### src/hdl/pfr_pkg.sv
`timescale 1ns / 1ps
// ----------------------------------------------------------------------------
// pfr_pkg
// Shared types and constants for the pixel format to premultiplied RGBA
// converter.
// ----------------------------------------------------------------------------
package pfr_pkg;

  localparam int NUM_CH    = 3;  // red, green, blue
  localparam int DIV_STEPS = 8;  // quotient bits of the 16-bit scale
  localparam int DIV_IDX_W = 3;  // bits to index a quotient bit
  localparam int REM_W     = 24; // 16-bit channel times 255
  localparam int ACC_W     = 11; // sum of eight bytes

  localparam logic [1:0] FMT_32   = 2'd0;
  localparam logic [1:0] FMT_24   = 2'd1;
  localparam logic [1:0] FMT_16   = 2'd2;
  localparam logic [1:0] FMT_NONE = 2'd3;

  localparam logic [2:0] REG_FORMAT     = 3'd0;
  localparam logic [2:0] REG_RED_MASK   = 3'd1;
  localparam logic [2:0] REG_GREEN_MASK = 3'd2;
  localparam logic [2:0] REG_BLUE_MASK  = 3'd3;
  localparam logic [2:0] REG_ALPHA_MASK = 3'd4;
  localparam logic [2:0] REG_SRC_SHIFTS = 3'd5;
  localparam logic [2:0] REG_DST_SHIFTS = 3'd6;

  typedef struct packed {
    logic                           is16;
    logic [NUM_CH-1:0][REM_W-1:0]   rem;
    logic [NUM_CH-1:0][31:0]        dvs;
    logic [NUM_CH-1:0][7:0]         quo;
  } div_work_t;

  typedef struct packed {
    logic [NUM_CH-1:0][ACC_W-1:0]   acc;
    logic [NUM_CH-1:0][7:0]         low;
    logic [7:0]                     alpha8;
  } side_t;

endpackage

### src/hdl/pfr_div_stage.sv
`timescale 1ns / 1ps
// ----------------------------------------------------------------------------
// pfr_div_stage
// One restoring division step for the three colour channels, registered.
// ----------------------------------------------------------------------------
module pfr_div_stage (
  input  logic                             clk,
  input  logic                             load,
  input  logic [pfr_pkg::DIV_IDX_W-1:0]    bit_index,
  input  pfr_pkg::div_work_t               d,
  output pfr_pkg::div_work_t               q
);

  logic [pfr_pkg::NUM_CH-1:0][39:0] den;
  logic [pfr_pkg::NUM_CH-1:0][39:0] num;
  pfr_pkg::div_work_t               nxt;

  always_comb begin
    nxt = d;
    for (int ch = 0; ch < pfr_pkg::NUM_CH; ch++) begin
      den[ch] = {8'b0, d.dvs[ch]} << bit_index;
      num[ch] = {16'b0, d.rem[ch]};
      if (num[ch] >= den[ch]) begin
        nxt.rem[ch] = d.rem[ch] - den[ch][pfr_pkg::REM_W-1:0];
        nxt.quo[ch] = d.quo[ch] | (8'd1 << bit_index);
      end
    end
  end

  always_ff @(posedge clk) begin
    if (load) begin
      q <= nxt;
    end
  end

endmodule

### config.mk
export PLATFORM = sky130hd
export DESIGN_NAME = pfr_div_stage
export DESIGN_NICKNAME = d
export VERILOG_FILES = /design/src/hdl/pfr_pkg.sv /design/src/hdl/pfr_div_stage.sv
export SDC_FILE = /design/constraint.sdc
export NUM_CORES = 1
export LEC_CHECK = 0
export BUFFER_PORTS_ARGS = -buffer_cell sky130_fd_sc_hd__buf_2
export CAP_MARGIN = 20
export CORE_ASPECT_RATIO = 1.25
export CORE_MARGIN = 2
export CORE_UTILIZATION = 48
export CTS_CLUSTER_SIZE = 12
export DETAILED_ROUTE_END_ITERATION = 10
export PLACE_DENSITY = 0.82
export SYNTH_ARGS = -nofsm -noshare
export SYNTH_HDL_FRONTEND = slang
export SYNTH_SLANG_ARGS = --single-unit
### constraint.sdc
create_clock -name clk -period 5.5 [get_ports clk]
set_input_delay 1.1 -clock clk [delete_from_list [all_inputs] [get_ports clk]]
set_output_delay 1.1 -clock clk [all_outputs]
set_load 0.005 [all_outputs]
==> results of run 1 <==
through the flow:
step | hold slack, ns | total power [mW] | worst slack (ns)
2_1_floorplan | 1.20 | 2.60 | 0.150
3_3_place_gp | 1.28 | 3.08 | 0.426
3_5_place_dp | 1.28 | 3.09 | 0.441
4_1_cts | 0.817 | 4.38 | 0.856
5_1_grt | 0.819 | 4.56 | 0.485
6_report | 0.827 | 4.38 | 0.801
placed cells by master, fill, tap and decap left out, drive strengths merged, types with 5 or more instances in the layout:
| cell type | instances |
|---|---|
| nand2b | 15 |
| or3 | 5 |
| nand4 | 14 |
| clkinv | 7 |
| nor2b | 18 |
| mux2i | 69 |
| a211oi | 12 |
| a31oi | 9 |
| nand3 | 15 |
| nor2 | 45 |
| a21oi | 73 |
| mux2 | 11 |
| inv | 23 |
| buf | 411 |
| nand2 | 124 |
| xor2 | 27 |
| and3 | 11 |
| ha | 72 |
| a21o | 25 |
| mux4 | 42 |
| clkbuf | 20 |
| o21ai | 110 |
| nor3 | 14 |
| o21a | 15 |
| and2 | 6 |
| o31ai | 16 |
| o211ai | 11 |
| nor4 | 8 |
| edfxtp | 193 |
| xnor2 | 25 |
| o21bai | 30 |
routing by layer:
metal	part of all wire (%)	up-vias	wire length [um]
met2	51	565	20400
met3	6.6	113	2660
li1	-	5187	-
met1	37	5388	14900
met5	0	-	0
met4	5.0	0	1980
worst max-delay path: cells and delay by family:
family | cells | cell delay (ns)
mux | 1 | 0.21
fa+ha+maj | 1 | 0.35
simple gates | 5 | 1.33
compound gates | 5 | 1.19
buf+inv | 2 | 0.74
cells by family after synthesis:
kind of cell | synth area share (%)
xor+xnor | 3.56
compound gates | 16.8
mux | 13.8
simple gates | 10.7
flops | 45.3
buf+inv | 2.37
fa+ha+maj | 7.52
area by class of cell:
type                            count  area, um^2  area share [%]
Inverter                           21        78.8           0.499
Clock inverter                     13         159            1.01
Timing Repair Buffer              412        2180            13.8
Sequential cell                   193        5800            36.7
Multi-Input combinational cell    875        6720            42.5
Clock buffer                       19         433            2.74
Antenna cell                        2        5.00          0.0317
Tap cell                          340         425            2.69
path summary, 6_finish.rpt:
kind	endpoint	slack (ns)
hold / removal	q[192]	0.83
setup / recovery	q[141]	0.80
power breakdown:
part / switching [mW] / total (mW) / internal, mW
registers: 0.0301 / 1.78 / 1.75
clock network: 0.578 / 1.30 / 0.718
logic: 0.758 / 1.31 / 0.552
total: 1.37 / 4.38 / 3.02
==> impl_metrics.env, run 1 <==
export IMPL_status="finished, final reports clean"
export IMPL_placed_area_um2=15200
export IMPL_postCtsResizedCells=0
export IMPL_crit_required_ns=5.78
export IMPL_cts_setup_buffers=0
export IMPL_synth_area_leaders="edfxtp_1 45%, mux4_2 7.4%, ha_1 7.0%"
export IMPL_dieWidth_um=150
export IMPL_tns_ns=0
export IMPL_netlist_top_cells_count="193 x edfxtp_1, 124 x nand2_1, 73 x a21oi_1"
export IMPL_finalHoldViolations=0
export IMPL_use_met2_pct=49.3
export IMPL_critical_path_max_stage_delay_ns=0.48
export IMPL_syn_area_per_cell_um2=11.2
export IMPL_cp_arrival_ns=4.98
export IMPL_dieArea_um2=28000
export IMPL_globalRouteMet1Util_pct=32.3
export IMPL_yosys_area_top_type="edfxtp_1"
export IMPL_maxCapViolations=0
export IMPL_drc=0
export IMPL_start_util_pct=49.0
export IMPL_clkSinkCount=193
export IMPL_min_path_type="in2reg"
export IMPL_ys_ff_latch=193
export IMPL_dr_pass1_iters=5
export IMPL_routedWlPerCell_um=21.3
export IMPL_fin_area_um2=15800
export IMPL_cp_startpoint="bit_index[0]"
export IMPL_hp_start="d[192]"
export IMPL_clk_pin_slew_ns=0.07
export IMPL_setup_viol=0
export IMPL_power_per_cell_area_nw_per_um2=277
export IMPL_drt_iter0_drc=634
export IMPL_htreeDepth=4
export IMPL_tightest_slew_ns=0.700
export IMPL_leakagePower_nw=6.82
export IMPL_synthesis_area_um2=12800
export IMPL_irDropWorstVdd_mv=0.210
export IMPL_vias_per_cell=6.00
export IMPL_gp_congestion=0.968
export IMPL_routed_wl_um=40000
export IMPL_netlist_instances=1142
export IMPL_drive_above_1_share_pct=32.5
export IMPL_ys_async_sr_fraction_pct=0
export IMPL_instances_no_fill=1875
export IMPL_core_area_um2=26100
export IMPL_fin_crit_ns=4.70
export IMPL_startpoint_type="input port"
export IMPL_crit_chain="buf_4 -> mux2i_1 -> a21oi_1 -> nand2_1 -> o21a_1 -> ha_1 -> nand2_1 -> nor3_1 -> nand3_1 -> o211ai_1 -> o2111ai_4 -> buf_12 -> or3b_2 -> o211ai_2"
export IMPL_placed_cells=1841
export IMPL_pin_count=391
export IMPL_hold_buffers=0
export IMPL_path_class="in2reg"
export IMPL_cts_tree="yes"
export IMPL_antenna_found_initial=2
export IMPL_top_register="q"
export IMPL_cp_slowest_cell="buf_4"
export IMPL_ys_seq_area_share_pct=45.3
export IMPL_drv_slew=0
export IMPL_synth_edff_count=193
export IMPL_end_kind="flip-flop"
export IMPL_whs_path_depth=1
export IMPL_grt_pass1_vias=11145
export IMPL_max_freq_mhz=213
export IMPL_synth_nets=1415
export IMPL_yosys_cell_count_top_type="edfxtp_1"
export IMPL_top_usage_layer="met2"
export IMPL_port_buffers=390
export IMPL_final_antenna_net_count=0
export IMPL_num_nets_final=1793
export IMPL_cp_common_cell="nand2_1"
export IMPL_cts_max_path_buffers=2
export IMPL_rsz0062_at_grt="false"
export IMPL_final_core_util_pct=60.5
export IMPL_ys_warn_count=0
export IMPL_worstPathMaxFanout=44
export IMPL_min_period_over_period_pct=85.4
export IMPL_rows=66
export IMPL_reg_top3="q: 193 flops"
export IMPL_cts_root_buffer="clkbuf_16"
export IMPL_largest_reg_flops=193
export IMPL_numCtsBuffers=17
export IMPL_max_slew_margin_pct=52.2
export IMPL_grt_usage_pct=27.9
export IMPL_synth_cell_types=68
export IMPL_grt_max_degree=102
export IMPL_num_vias=11253
export IMPL_area_growth_pct=23.5
export IMPL_synthFlopType="edfxtp_1"
export IMPL_nFillCells=2131
export IMPL_overflow=0
export IMPL_yosysTopAreaCellShare_pct=45.3
export IMPL_die_height_um=186
export IMPL_grt_pass1_wl_um=60000
export IMPL_met3_usage_pct=4.69
export IMPL_hpwl_um=31700
(Power assumes the default switching activity.)
==> run 2, diff against run 1 <==
PLACE_DENSITY = 0.84   (was 0.82)
==> impl_metrics.env, run 2 (synthesis gave the netlist of run 1 again) <==
export IMPL_status="finished, final reports clean"
export IMPL_fin_crit_ns=4.66
export IMPL_overflow=0
export IMPL_setup_viol=0
export IMPL_cp_common_cell="buf_4"
export IMPL_cp_arrival_ns=4.96
export IMPL_maxCapViolations=0
export IMPL_clkSinkCount=193
export IMPL_top_register="q"
export IMPL_max_slew_margin_pct=45.7
export IMPL_power_frac_clock_pct=31.4
export IMPL_critical_path_max_stage_delay_ns=0.46
export IMPL_min_period_over_period_pct=84.7
export IMPL_numCtsBuffers=17
export IMPL_area_growth_pct=24.2
export IMPL_port_buffers=390
export IMPL_dieArea_um2=28000
export IMPL_max_freq_mhz=215
export IMPL_drv_slew=0
export IMPL_grt_usage_pct=28.3
export IMPL_power_per_cell_area_nw_per_um2=284
export IMPL_postCtsResizedCells=0
export IMPL_grt_pass1_vias=11265
export IMPL_grt_max_degree=101
export IMPL_irDropWorstVdd_mv=0.240
export IMPL_tns_ns=0
export IMPL_num_nets_final=1797
export IMPL_end_kind="flip-flop"
export IMPL_seqPwrFrac_pct=39.4
export IMPL_rsz0062_at_grt="false"
export IMPL_hold_buffers=0
export IMPL_final_core_util_pct=60.9
export IMPL_drc=0
export IMPL_routedWlPerCell_um=21.4
export IMPL_placed_cells=1845
export IMPL_min_path_type="in2reg"
export IMPL_num_vias=11380
export IMPL_startpoint_type="input port"
export IMPL_grt_pass1_wl_um=60900
export IMPL_largest_reg_flops=193
export IMPL_clk_pin_slew_ns=0.07
export IMPL_hpwl_um=31800
export IMPL_antenna_found_initial=5
export IMPL_final_common_cell="buf_2"
export IMPL_htreeDepth=4
export IMPL_dieWidth_um=150
export IMPL_cts_tree="yes"
export IMPL_finalHoldViolations=0
export IMPL_rows=66
export IMPL_internal_power_mw=3.12
export IMPL_tightest_slew_ns=0.815
export IMPL_instances_no_fill=1882
export IMPL_cp_slowest_cell="or3b_1"
export IMPL_switching_power_mw=1.39
export IMPL_cts_setup_buffers=0
export IMPL_crit_required_ns=5.80
export IMPL_report_power_total_mw=4.51
export IMPL_drive_above_1_share_pct=32.8
export IMPL_swShare_pct=30.8
export IMPL_pin_count=391
export IMPL_routed_wl_um=40300
export IMPL_whs_path_depth=1
export IMPL_leakagePower_nw=6.86
export IMPL_nFillCells=2109
export IMPL_vias_per_cell=6.05
export IMPL_start_util_pct=49.0
export IMPL_gp_congestion=0.962
export IMPL_dr_pass1_iters=6
export IMPL_cts_max_path_buffers=2
export IMPL_die_height_um=186
export IMPL_layout_common_cells="387 x buf_2, 193 x edfxtp_1, 124 x nand2_1"
export IMPL_crit_chain="buf_4 -> buf_4 -> mux2i_1 -> nand2b_1 -> inv_1 -> fa_1 -> nor2b_1 -> o31a_1 -> nor4_1 -> buf_4 -> o211ai_1 -> o2111ai_4 -> or3b_1 -> a211o_1 -> o211ai_2"
export IMPL_path_class="in2reg"
export IMPL_drt_iter0_drc=706
export IMPL_worstPathMaxFanout=28
export IMPL_cts_root_buffer="clkbuf_16"
export IMPL_reg_top3="q: 193 flops"
export IMPL_comb_power_share_pct=29.1
export IMPL_final_antenna_net_count=0
export IMPL_core_area_um2=26100
run 2: cell count changes in the layout (fill, tap and decap cells not counted), sizes merged:
cell      delta
clkbuf       -2
clkinvlp     +1
diode        +3
bufinv       +2
clkinv       -3
inv          +2
buf          +4
run 2: path summary, 6_finish.rpt:
kind          from     end
min         d[192]  q[192]
max   bit_index[0]  q[141]
run 2: stage by stage:
stage	worst slack, ns	hold slack [ns]	instance area [um^2]
after floorplan	0.150	1.20	12800
after global placement	0.535	1.28	15200
after detailed placement	0.431	1.28	15200
after CTS	0.888	0.811	15900
after global routing	0.556	0.813	15900
final	0.843	0.828	15900
run 2: critical path: cells and delay by family:
family	cells	cell delay, ns
compound gates	5	1.21
simple gates	4	0.94
mux	1	0.31
buf+inv	4	0.92
fa+ha+maj	1	0.44
run 2: final cells by class:
type	count	area, um^2	area share [%]
Antenna cell	5	12.5	0.0788
Multi-Input combinational cell	875	6720	42.3
Clock buffer	17	425	2.68
Sequential cell	193	5800	36.5
Timing Repair Buffer	416	2200	13.8
Inverter	21	78.8	0.496
Tap cell	340	425	2.68
Clock inverter	15	229	1.44
run 2: layer usage:
layer  global-route usage, %  wire (um)
met5                       0          0
met4                    15.5       2120
met3                    4.91       2810
met2                    48.9      20300
met1                    33.2      15100
run 2: power groups by stage:
stage,combinational [mW],clock (mW),sequential [mW]
4_1_cts,1.29,1.42,1.78
6_report,1.31,1.42,1.78
3_5_place_dp,1.28,0,1.81
5_1_grt,1.43,1.48,1.79
3_3_place_gp,1.27,0,1.81
2_1_floorplan,0.779,0,1.83
